**src/rtl/core/sha_pkg.sv**
```systemverilog
// Package for the SHA-256 byte stream hasher: constants, types and helper functions.
package sha_pkg;

  localparam int unsigned RoundCount = 64;
  localparam int unsigned WordCount  = 16;
  localparam int unsigned LenStart   = 56;

  localparam logic [7:0] PadByte = 8'h80;

  localparam logic [31:0] RoundK [RoundCount] = '{
    32'h428a2f98, 32'h71374491, 32'hb5c0fbcf, 32'he9b5dba5,
    32'h3956c25b, 32'h59f111f1, 32'h923f82a4, 32'hab1c5ed5,
    32'hd807aa98, 32'h12835b01, 32'h243185be, 32'h550c7dc3,
    32'h72be5d74, 32'h80deb1fe, 32'h9bdc06a7, 32'hc19bf174,
    32'he49b69c1, 32'hefbe4786, 32'h0fc19dc6, 32'h240ca1cc,
    32'h2de92c6f, 32'h4a7484aa, 32'h5cb0a9dc, 32'h76f988da,
    32'h983e5152, 32'ha831c66d, 32'hb00327c8, 32'hbf597fc7,
    32'hc6e00bf3, 32'hd5a79147, 32'h06ca6351, 32'h14292967,
    32'h27b70a85, 32'h2e1b2138, 32'h4d2c6dfc, 32'h53380d13,
    32'h650a7354, 32'h766a0abb, 32'h81c2c92e, 32'h92722c85,
    32'ha2bfe8a1, 32'ha81a664b, 32'hc24b8b70, 32'hc76c51a3,
    32'hd192e819, 32'hd6990624, 32'hf40e3585, 32'h106aa070,
    32'h19a4c116, 32'h1e376c08, 32'h2748774c, 32'h34b0bcb5,
    32'h391c0cb3, 32'h4ed8aa4a, 32'h5b9cca4f, 32'h682e6ff3,
    32'h748f82ee, 32'h78a5636f, 32'h84c87814, 32'h8cc70208,
    32'h90befffa, 32'ha4506ceb, 32'hbef9a3f7, 32'hc67178f2
  };

  localparam logic [31:0] InitH [8] = '{
    32'h6a09e667, 32'hbb67ae85, 32'h3c6ef372, 32'ha54ff53a,
    32'h510e527f, 32'h9b05688c, 32'h1f83d9ab, 32'h5be0cd19
  };

  // Source of the byte written into the block buffer
  typedef enum logic [1:0] {
    BSEL_DATA = 2'd0,
    BSEL_PAD  = 2'd1,
    BSEL_ZERO = 2'd2,
    BSEL_LEN  = 2'd3
  } bsel_t;

  typedef struct packed {
    logic  wr_byte;
    bsel_t byte_sel;
    logic  count_bits;
    logic  rnd_init;
    logic  rnd_step;
    logic  chain_add;
    logic  out_step;
    logic  init_msg;
  } dp_cmd_t;

  typedef struct packed {
    logic [5:0] fill;
    logic       rnd_last;
    logic       word_last;
  } dp_sts_t;

  function automatic logic [31:0] rotr(input logic [31:0] x, input int unsigned n);
    rotr = (x >> n) | (x << (32 - n));
  endfunction

endpackage

```
**src/rtl/core/sha_if.sv**
```systemverilog
// Valid/ready channel interfaces for message bytes and digest words.
interface sha_in_if;
  logic       valid;
  logic       ready;
  logic [7:0] data_byte;
  logic       byte_present;
  logic       end_of_message;

  modport source (output valid, data_byte, byte_present, end_of_message, input ready);
  modport sink (input valid, data_byte, byte_present, end_of_message, output ready);
endinterface

interface sha_out_if;
  logic        valid;
  logic        ready;
  logic [31:0] digest_word;
  logic [2:0]  word_index;
  logic        last_word;

  modport source (output valid, digest_word, word_index, last_word, input ready);
  modport sink (input valid, digest_word, word_index, last_word, output ready);
endinterface

```
**src/rtl/core/sha_dp.sv**
```systemverilog
// Datapath: block word window, counters, chaining words and the round unit.
module sha_dp (
  input  logic              clk,
  input  logic              rst_n,
  input  sha_pkg::dp_cmd_t  cmd,
  output sha_pkg::dp_sts_t  sts,
  input  logic [7:0]        data_byte,
  output logic [31:0]       digest_word,
  output logic [2:0]        word_index
);

  logic [31:0] w_r     [sha_pkg::WordCount];
  logic [31:0] chain_r [8];
  logic [31:0] v_r     [8];
  logic [5:0]  fill_r;
  logic [63:0] bits_r;
  logic [5:0]  rnd_r;
  logic [2:0]  widx_r;

  logic [7:0]  byte_val;
  logic [4:0]  lane_lsb;
  logic [31:0] w_new, s0, s1, big0, big1, ch, maj, t1, t2;

  // Byte to store
  always_comb begin
    case (cmd.byte_sel)
      sha_pkg::BSEL_DATA: byte_val = data_byte;
      sha_pkg::BSEL_PAD:  byte_val = sha_pkg::PadByte;
      sha_pkg::BSEL_LEN:  byte_val = bits_r[{~fill_r[2:0], 3'b000} +: 8];
      default:            byte_val = 8'h00;
    endcase
  end

  assign lane_lsb = {~fill_r[1:0], 3'b000};

  // Schedule and round functions
  always_comb begin
    s0   = sha_pkg::rotr(w_r[1], 7) ^ sha_pkg::rotr(w_r[1], 18) ^ (w_r[1] >> 3);
    s1   = sha_pkg::rotr(w_r[14], 17) ^ sha_pkg::rotr(w_r[14], 19) ^ (w_r[14] >> 10);
    w_new = s1 + w_r[9] + s0 + w_r[0];
    big1 = sha_pkg::rotr(v_r[4], 6) ^ sha_pkg::rotr(v_r[4], 11) ^ sha_pkg::rotr(v_r[4], 25);
    ch   = (v_r[4] & v_r[5]) ^ (~v_r[4] & v_r[6]);
    t1   = v_r[7] + big1 + ch + sha_pkg::RoundK[rnd_r] + w_r[0];
    big0 = sha_pkg::rotr(v_r[0], 2) ^ sha_pkg::rotr(v_r[0], 13) ^ sha_pkg::rotr(v_r[0], 22);
    maj  = (v_r[0] & v_r[1]) ^ (v_r[0] & v_r[2]) ^ (v_r[1] & v_r[2]);
    t2   = big0 + maj;
  end

  // Word window: byte writes, shifted once per round
  always_ff @(posedge clk) begin
    if (cmd.wr_byte) begin
      w_r[fill_r[5:2]][lane_lsb +: 8] <= byte_val;
    end else if (cmd.rnd_step) begin
      for (int i = 0; i < sha_pkg::WordCount - 1; i++) w_r[i] <= w_r[i + 1];
      w_r[sha_pkg::WordCount - 1] <= w_new;
    end
  end

  // Working variables
  always_ff @(posedge clk) begin
    if (cmd.rnd_init) begin
      for (int i = 0; i < 8; i++) v_r[i] <= chain_r[i];
    end else if (cmd.rnd_step) begin
      v_r[7] <= v_r[6];
      v_r[6] <= v_r[5];
      v_r[5] <= v_r[4];
      v_r[4] <= v_r[3] + t1;
      v_r[3] <= v_r[2];
      v_r[2] <= v_r[1];
      v_r[1] <= v_r[0];
      v_r[0] <= t1 + t2;
    end
  end

  // Counters and chaining words
  always_ff @(posedge clk) begin
    if (!rst_n || cmd.init_msg) begin
      fill_r <= '0;
      bits_r <= '0;
      rnd_r  <= '0;
      widx_r <= '0;
      for (int i = 0; i < 8; i++) chain_r[i] <= sha_pkg::InitH[i];
    end else begin
      if (cmd.wr_byte) fill_r <= fill_r + 6'd1;
      if (cmd.count_bits) bits_r <= bits_r + 64'd8;
      if (cmd.rnd_init) rnd_r <= '0;
      else if (cmd.rnd_step) rnd_r <= rnd_r + 6'd1;
      if (cmd.out_step) widx_r <= widx_r + 3'd1;
      if (cmd.chain_add) begin
        for (int i = 0; i < 8; i++) chain_r[i] <= chain_r[i] + v_r[i];
      end
    end
  end

  assign sts.fill      = fill_r;
  assign sts.rnd_last  = (rnd_r == 6'(sha_pkg::RoundCount - 1));
  assign sts.word_last = (widx_r == 3'd7);
  assign digest_word   = chain_r[widx_r];
  assign word_index    = widx_r;

endmodule

```
**src/rtl/core/sha_ctrl.sv**
```systemverilog
// Controller: sequences byte intake, padding, compression and digest output.
module sha_ctrl (
  input  logic             clk,
  input  logic             rst_n,
  input  logic             in_valid,
  output logic             in_ready,
  input  logic             byte_present,
  input  logic             end_of_message,
  output logic             out_valid,
  input  logic             out_ready,
  output sha_pkg::dp_cmd_t cmd,
  input  sha_pkg::dp_sts_t sts
);

  typedef enum logic [4:0] {
    S_IDLE = 5'b00001,
    S_PAD  = 5'b00010,
    S_RND  = 5'b00100,
    S_ADD  = 5'b01000,
    S_OUT  = 5'b10000
  } state_t;

  state_t state_r, state_nxt;
  logic   end_pend_r, end_pend_nxt;
  logic   pad_act_r, pad_act_nxt;
  logic   sent80_r, sent80_nxt;
  logic   lenblk_r, lenblk_nxt;
  logic   acc;

  assign in_ready  = (state_r == S_IDLE);
  assign out_valid = (state_r == S_OUT);
  assign acc       = in_valid && in_ready;

  always_comb begin
    state_nxt    = state_r;
    end_pend_nxt = end_pend_r;
    pad_act_nxt  = pad_act_r;
    sent80_nxt   = sent80_r;
    lenblk_nxt   = lenblk_r;
    cmd          = '0;
    cmd.byte_sel = sha_pkg::BSEL_DATA;
    case (state_r)
      S_IDLE: begin
        if (acc && byte_present) begin
          cmd.wr_byte    = 1'b1;
          cmd.count_bits = 1'b1;
          if (sts.fill == 6'd63) begin
            cmd.rnd_init = 1'b1;
            end_pend_nxt = end_of_message;
            state_nxt    = S_RND;
          end else if (end_of_message) begin
            pad_act_nxt = 1'b1;
            sent80_nxt  = 1'b0;
            state_nxt   = S_PAD;
          end
        end else if (acc && end_of_message) begin
          pad_act_nxt = 1'b1;
          sent80_nxt  = 1'b0;
          state_nxt   = S_PAD;
        end
      end
      // one padding byte per cycle
      S_PAD: begin
        cmd.wr_byte = 1'b1;
        if (!sent80_r) begin
          cmd.byte_sel = sha_pkg::BSEL_PAD;
          sent80_nxt   = 1'b1;
          lenblk_nxt   = (sts.fill < 6'(sha_pkg::LenStart));
        end else if (lenblk_r && sts.fill >= 6'(sha_pkg::LenStart)) begin
          cmd.byte_sel = sha_pkg::BSEL_LEN;
        end else begin
          cmd.byte_sel = sha_pkg::BSEL_ZERO;
        end
        if (sts.fill == 6'd63) begin
          cmd.rnd_init = 1'b1;
          state_nxt    = S_RND;
        end
      end
      S_RND: begin
        cmd.rnd_step = 1'b1;
        if (sts.rnd_last) state_nxt = S_ADD;
      end
      S_ADD: begin
        cmd.chain_add = 1'b1;
        if (!pad_act_r) begin
          if (end_pend_r) begin
            pad_act_nxt = 1'b1;
            sent80_nxt  = 1'b0;
            state_nxt   = S_PAD;
          end else begin
            state_nxt = S_IDLE;
          end
          end_pend_nxt = 1'b0;
        end else if (lenblk_r) begin
          state_nxt = S_OUT;
        end else begin
          lenblk_nxt = 1'b1;
          state_nxt  = S_PAD;
        end
      end
      // digest words, one per transaction
      S_OUT: begin
        if (out_ready) begin
          cmd.out_step = 1'b1;
          if (sts.word_last) begin
            cmd.init_msg = 1'b1;
            pad_act_nxt  = 1'b0;
            lenblk_nxt   = 1'b0;
            state_nxt    = S_IDLE;
          end
        end
      end
      default: state_nxt = S_IDLE;
    endcase
  end

  always_ff @(posedge clk) begin
    if (!rst_n) begin
      state_r    <= S_IDLE;
      end_pend_r <= 1'b0;
      pad_act_r  <= 1'b0;
      sent80_r   <= 1'b0;
      lenblk_r   <= 1'b0;
    end else begin
      state_r    <= state_nxt;
      end_pend_r <= end_pend_nxt;
      pad_act_r  <= pad_act_nxt;
      sent80_r   <= sent80_nxt;
      lenblk_r   <= lenblk_nxt;
    end
  end

endmodule

```
**src/rtl/core/sha256_byte_stream_hasher.sv**
```systemverilog
// A byte item is written into the block buffer; the 64th byte of a block starts compression of that block.
// An end item pads one byte per cycle up to the block end, then compresses,
// once or twice, before the eight digest words appear, one per output transaction.
// Throughput is set by the single shared round unit: one round per cycle, 64 per block.
// Reset (rst_n low, synchronous) loads the initial hash words and clears counts and control.
// Top level: SHA-256 hasher over a byte stream, controller plus datapath.
module sha256_byte_stream_hasher (
  input logic       clk,
  input logic       rst_n,
  sha_in_if.sink    in_chan,
  sha_out_if.source out_chan
);

  sha_pkg::dp_cmd_t cmd;
  sha_pkg::dp_sts_t sts;
  logic             out_valid;

  sha_ctrl u_ctrl (
    .clk            (clk),
    .rst_n          (rst_n),
    .in_valid       (in_chan.valid),
    .in_ready       (in_chan.ready),
    .byte_present   (in_chan.byte_present),
    .end_of_message (in_chan.end_of_message),
    .out_valid      (out_valid),
    .out_ready      (out_chan.ready),
    .cmd            (cmd),
    .sts            (sts)
  );

  sha_dp u_dp (
    .clk         (clk),
    .rst_n       (rst_n),
    .cmd         (cmd),
    .sts         (sts),
    .data_byte   (in_chan.data_byte),
    .digest_word (out_chan.digest_word),
    .word_index  (out_chan.word_index)
  );

  assign out_chan.valid     = out_valid;
  assign out_chan.last_word = sts.word_last;

endmodule
```
**src/flat_wrapper.sv**
```systemverilog
// flat-port wrapper written by rule: the top's interface ports become plain ports
module sha256_byte_stream_hasher_flat 
  (clk, rst_n, in_chan_valid, in_chan_data_byte, in_chan_byte_present, in_chan_end_of_message, in_chan_ready, out_chan_valid, out_chan_digest_word, out_chan_word_index, out_chan_last_word, out_chan_ready);
  sha_in_if in_chan_i ();
  sha_out_if out_chan_i ();
  input logic clk;
  input logic rst_n;
  input wire logic [$bits(in_chan_i.valid)-1:0] in_chan_valid;
  input wire logic [$bits(in_chan_i.data_byte)-1:0] in_chan_data_byte;
  input wire logic [$bits(in_chan_i.byte_present)-1:0] in_chan_byte_present;
  input wire logic [$bits(in_chan_i.end_of_message)-1:0] in_chan_end_of_message;
  output wire logic [$bits(in_chan_i.ready)-1:0] in_chan_ready;
  output wire logic [$bits(out_chan_i.valid)-1:0] out_chan_valid;
  output wire logic [$bits(out_chan_i.digest_word)-1:0] out_chan_digest_word;
  output wire logic [$bits(out_chan_i.word_index)-1:0] out_chan_word_index;
  output wire logic [$bits(out_chan_i.last_word)-1:0] out_chan_last_word;
  input wire logic [$bits(out_chan_i.ready)-1:0] out_chan_ready;
  assign in_chan_i.valid = in_chan_valid;
  assign in_chan_i.data_byte = in_chan_data_byte;
  assign in_chan_i.byte_present = in_chan_byte_present;
  assign in_chan_i.end_of_message = in_chan_end_of_message;
  assign in_chan_ready = in_chan_i.ready;
  assign out_chan_valid = out_chan_i.valid;
  assign out_chan_digest_word = out_chan_i.digest_word;
  assign out_chan_word_index = out_chan_i.word_index;
  assign out_chan_last_word = out_chan_i.last_word;
  assign out_chan_i.ready = out_chan_ready;
  sha256_byte_stream_hasher u_core (.clk(clk), .rst_n(rst_n), .in_chan(in_chan_i), .out_chan(out_chan_i));
endmodule
```
**config.mk**
```make
export PLATFORM = sky130hd
export DESIGN_NAME = sha256_byte_stream_hasher_flat
export DESIGN_NICKNAME = d
export VERILOG_FILES = /design/src/rtl/core/sha_pkg.sv /design/src/rtl/core/sha_if.sv /design/src/rtl/core/sha_dp.sv /design/src/rtl/core/sha_ctrl.sv /design/src/rtl/core/sha256_byte_stream_hasher.sv /design/src/flat_wrapper.sv
export SDC_FILE = /design/constraint.sdc
export NUM_CORES = 2
export LEC_CHECK = 0
export BUFFER_PORTS_ARGS = -buffer_cell sky130_fd_sc_hd__buf_2
export CAP_MARGIN = 40
export CORE_ASPECT_RATIO = 0.7
export CORE_MARGIN = 2
export CORE_UTILIZATION = 30
export DETAILED_ROUTE_END_ITERATION = 10
export PLACE_DENSITY = 0.51
export SYNTH_ARGS = -nofsm -noshare
export SYNTH_HDL_FRONTEND = slang
export SYNTH_SLANG_ARGS = --single-unit
```
**constraint.sdc**
```tcl
create_clock -name clk -period 46.7 [get_ports clk]
set_input_delay 9.34 -clock clk [delete_from_list [all_inputs] [get_ports clk]]
set_output_delay 9.34 -clock clk [all_outputs]
set_load 0.05 [all_outputs]
```
==> impl_metrics.py <==
metrics = {
    "setup_path": {
        "timing.reg2reg.setup_slack_ps": 35900,
        "cp-end-kind": "output pin",
        "reg2reg_depth": 31,
        "crit_chain": "buf_4, buf_4, mux4_2, mux2_2, buf_2",
        "cp_common_cell": "buf_4",
        "r2r-start": "u_core.u_dp.rnd_r[1]",
        "r2r-end": "u_core.u_dp.v_r[0][30]",
        "cp_slowest_cell": "dfxtp_4",
        "crit_fanout": 30,
        "crit_type": "flop to output pin",
        "crit_path_max_incr_delay_ps": 670,
        "cp_data_arrival_time_ps": 3860,
        "crit_path_end": "out_chan_digest_word[23]",
        "required_ps": 37360,
        "start_kind": "flop",
    },
    "pwr": {
        "max-vdd-ir-drop_uv": 22.8,
        "finalPower_mw": 3.28,
        "leakagePower_nw": 34.3,
        "power.density_nw_per_um2": 40.0,
    },
    "yosys": {
        "synth-simple-area-share_pct": 12.2,
        "synthFlopType": "edfxtp_1",
        "synth-seq-cells": 1112,
        "synthAdderAreaFrac_pct": 12.4,
        "seq_area_frac_synth_pct": 44.3,
        "synth_edf_count": 1024,
        "synth_cell_type_count": 92,
        "yosys_warnings": 0,
        "synth.net_count": 7662,
        "synth_xor_area_share_pct": 7.29,
        "synth_top_family_by_area": "compound AO/OA/AOI/OAI gates",
        "netlist_area_um2": 73400,
        "synth_compound_area_share_pct": 16.6,
        "syn_avg_cell_area_um2": 10.4,
        "synthMuxAreaShare_pct": 3.81,
        "synth_cells": 7055,
        "synthArstFlopShare_pct": 0,
    },
    "floorplan": {
        "num_rows": 151,
        "coreArea_um2": 243000,
        "die_h_um": 418,
        "initial_core_util_pct": 30.2,
        "die_w_um": 595,
        "die_area_um2": 249000,
        "io_pins": 52,
    },
    "detailed_routing": {
        "vias_per_cell": 5.48,
        "drt_first_iter_violations": 6610,
        "ant_nets": 0,
        "finalWirelength_um": 258000,
        "vias": 56873,
        "wl_per_cell_um": 24.9,
        "first_pass_iters": 7,
        "drc_errors": 0,
    },
    "grt": {
        "grt_pass1_vias": 53321,
        "grt_max_degree": 198,
        "grt_usage_pct": 20.1,
        "gr-total-overflow": 0,
        "grt_pass1_wl_um": 372000,
        "antenna_found_initial": 25,
    },
    "sta": {
        "tightest_slew_ps": 1210,
        "post-route-period-util_pct": 28.3,
        "setup_ws_ps": 33500,
        "fin_crit_ps": 13200,
        "hold_viol": 0,
        "rsz0062_at_grt": "no",
        "tns_ps": 0,
        "fmax_mhz": 75.7,
        "maxSlewViolCount": 0,
        "holdWs_ps": 493,
        "finClkSkew_ps": 77.9,
        "slew_headroom_pct": 19.6,
        "setup_violations": 0,
    },
    "layout": {
        "instances_no_fill": 10370,
        "fin_nets": 7667,
        "drive_gt1_share_pct": 8.84,
        "n_fill_cell": 24490,
        "final_util_pct": 33.8,
        "finalInstanceArea_um2": 82000,
        "syn_to_final_growth_pct": 11.8,
    },
    "outcome": {
        "status": "completed",
    },
    "clock_tree": {
        "cts_hold_buffers": 0,
        "cts.sinks": 1112,
        "insertion_delay_ps": 820,
        "htreeDepth": 4,
        "path_clk_slew_ps": 60,
        "cts-root-buf": "clkbuf_16",
        "cts_resized": 0,
        "cts_setup_buffers": 0,
        "cts_made_buffers": 140,
        "clockBufferDepth": 4,
        "cts_tree": "built",
    },
    "placed_design": {
        "dpl.cell_count": 10129,
        "post_dp_cell_area_um2": 77700,
        "port_buffers": 51,
        "hpwl_um": 192000,
        "gp_congestion": 0.953,
        "placement.setup.worst_slack_ps": 33920,
    },
    "hold_path": {
        "worstHoldStart": "u_core.u_dp.w_r[2][28]",
        "hold_path.class": "flop to flop",
    },
    "run": {
        "cap_viol_max_count": 0,
    },
}
==> critical path, delay by kind of cell (launching register included) <==
kind	cells	cell delay (ps)
flops	1	670
mux	2	980
buf+inv	3	1370
==> where the power goes <==
group	total, mW	switching [mW]	internal (mW)
clock network	1.06	0.452	0.610
logic	1.05	0.635	0.415
registers	1.17	0.0345	1.14
==> layout by cell type (no fill, tap or decap), types with 46 or more instances in the layout <==
cell type  count
mux4_2        82
xor2_1       202
clkbuf_16    141
nand2_1     1027
o21a_1        58
nor3_1        86
xnor2_1      409
a31oi_1       46
ha_1         398
fa_1         195
nor2b_1       68
inv_1        271
o21ai_0      385
buf_2        112
a21oi_1      369
nor2_1       416
edfxtp_1    1024
nand2b_1      78
nand3_1      135
or3_1         46
buf_4        118
a21o_1       648
a211oi_1      47
dfxtp_1       81
mux2_2        56
==> kinds of logic after synthesis <==
logic type / after synthesis
buf+inv: 653
simple gates: 2038
compound gates: 1856
fa+ha+maj: 615
xor+xnor: 611
mux: 170
flops: 1112
==> registers in the layout (all words and copies together) (netlist names), 3 cells and up, named ones only <==
| register | cells |
|---|---|
| u_core.u_dp.word_index | 3 |
| u_core.u_dp.v_r | 256 |
| u_core.u_dp.rnd_r | 6 |
| u_core.u_dp.bits_r | 61 |
| u_core.u_dp.chain_r | 256 |
| u_core.u_dp.w_r | 512 |
| u_core.u_dp.fill_r | 6 |
| u_core.u_ctrl.state_r | 5 |
==> cell type report <==
type / instances / area (um^2) / area share [%]
clock buffer: 162 / 3630 / 4.42
tap: 3213 / 4020 / 4.90
timing repair buffer: 243 / 1730 / 2.11
sequential: 1112 / 32500 / 39.6
inverter: 273 / 1020 / 1.25
multi-input combinational: 5290 / 38500 / 46.9
clock inverter: 72 / 644 / 0.785
antenna: 5 / 12.5 / 0.0152
==> Yosys cell counts (9+ instances only) <==
master,count,area (um^2)
or2_2,15,93.8
xnor2_1,409,3580
a31o_2,13,114
and4_1,10,87.6
a211oi_1,47,353
and3_1,43,269
a21o_1,648,4860
a31oi_1,46,288
mux2_2,56,631
o22ai_1,24,150
nand3_1,135,676
o21ai_0,390,1950
mux2i_1,32,320
xor2_1,202,1770
fa_1,195,3900
and2_1,22,138
dfxtp_1,88,1760
inv_1,271,1020
maj3_1,22,220
or3_1,46,288
nor4_1,10,62.6
nand2_1,1029,3860
nor3b_1,11,82.6
a311oi_1,16,140
nand4_1,28,175
nand2b_1,78,488
a21boi_0,14,105
o21bai_1,43,323
nor3_1,86,430
nor2b_1,71,444
nor2_1,418,1570
a41oi_1,9,78.8
o311ai_0,11,96.3
o21a_1,59,443
clkbuf_1,346,1300
edfxtp_1,1024,30700
a21oi_1,369,1850
mux4_2,82,1850
o31ai_1,26,195
ha_1,398,4980
buf_1,29,109
a211o_1,11,96.3
nand3b_1,11,82.6
o211ai_1,29,218
==> layer usage <==
layer | routed length [um] | vias up | share of wire, % | track usage [%]
li1 | - | 25415 | - | -
met1 | 125000 | 28513 | 49 | 32.2
met2 | 99200 | 2625 | 38 | 26.8
met3 | 26600 | 312 | 10 | 4.26
met4 | 6460 | 8 | 2.5 | 4.97
met5 | 55 | - | 0.021 | 0
==> worst min-delay path by stage <==
stage	endpoint	depth (start not counted)	slack, ps
2_1_floorplan	u_core.u_dp.bits_r[41]	2	460
3_3_place_gp	u_core.u_dp.bits_r[41]	2	490
3_5_place_dp	u_core.u_dp.w_r[11][7]	1	500
4_1_cts	u_core.u_dp.w_r[1][28]	1	490
5_1_grt	u_core.u_dp.w_r[1][28]	1	520
6_report	u_core.u_dp.w_r[1][28]	1	490
Power figures use the tool's default switching activity.
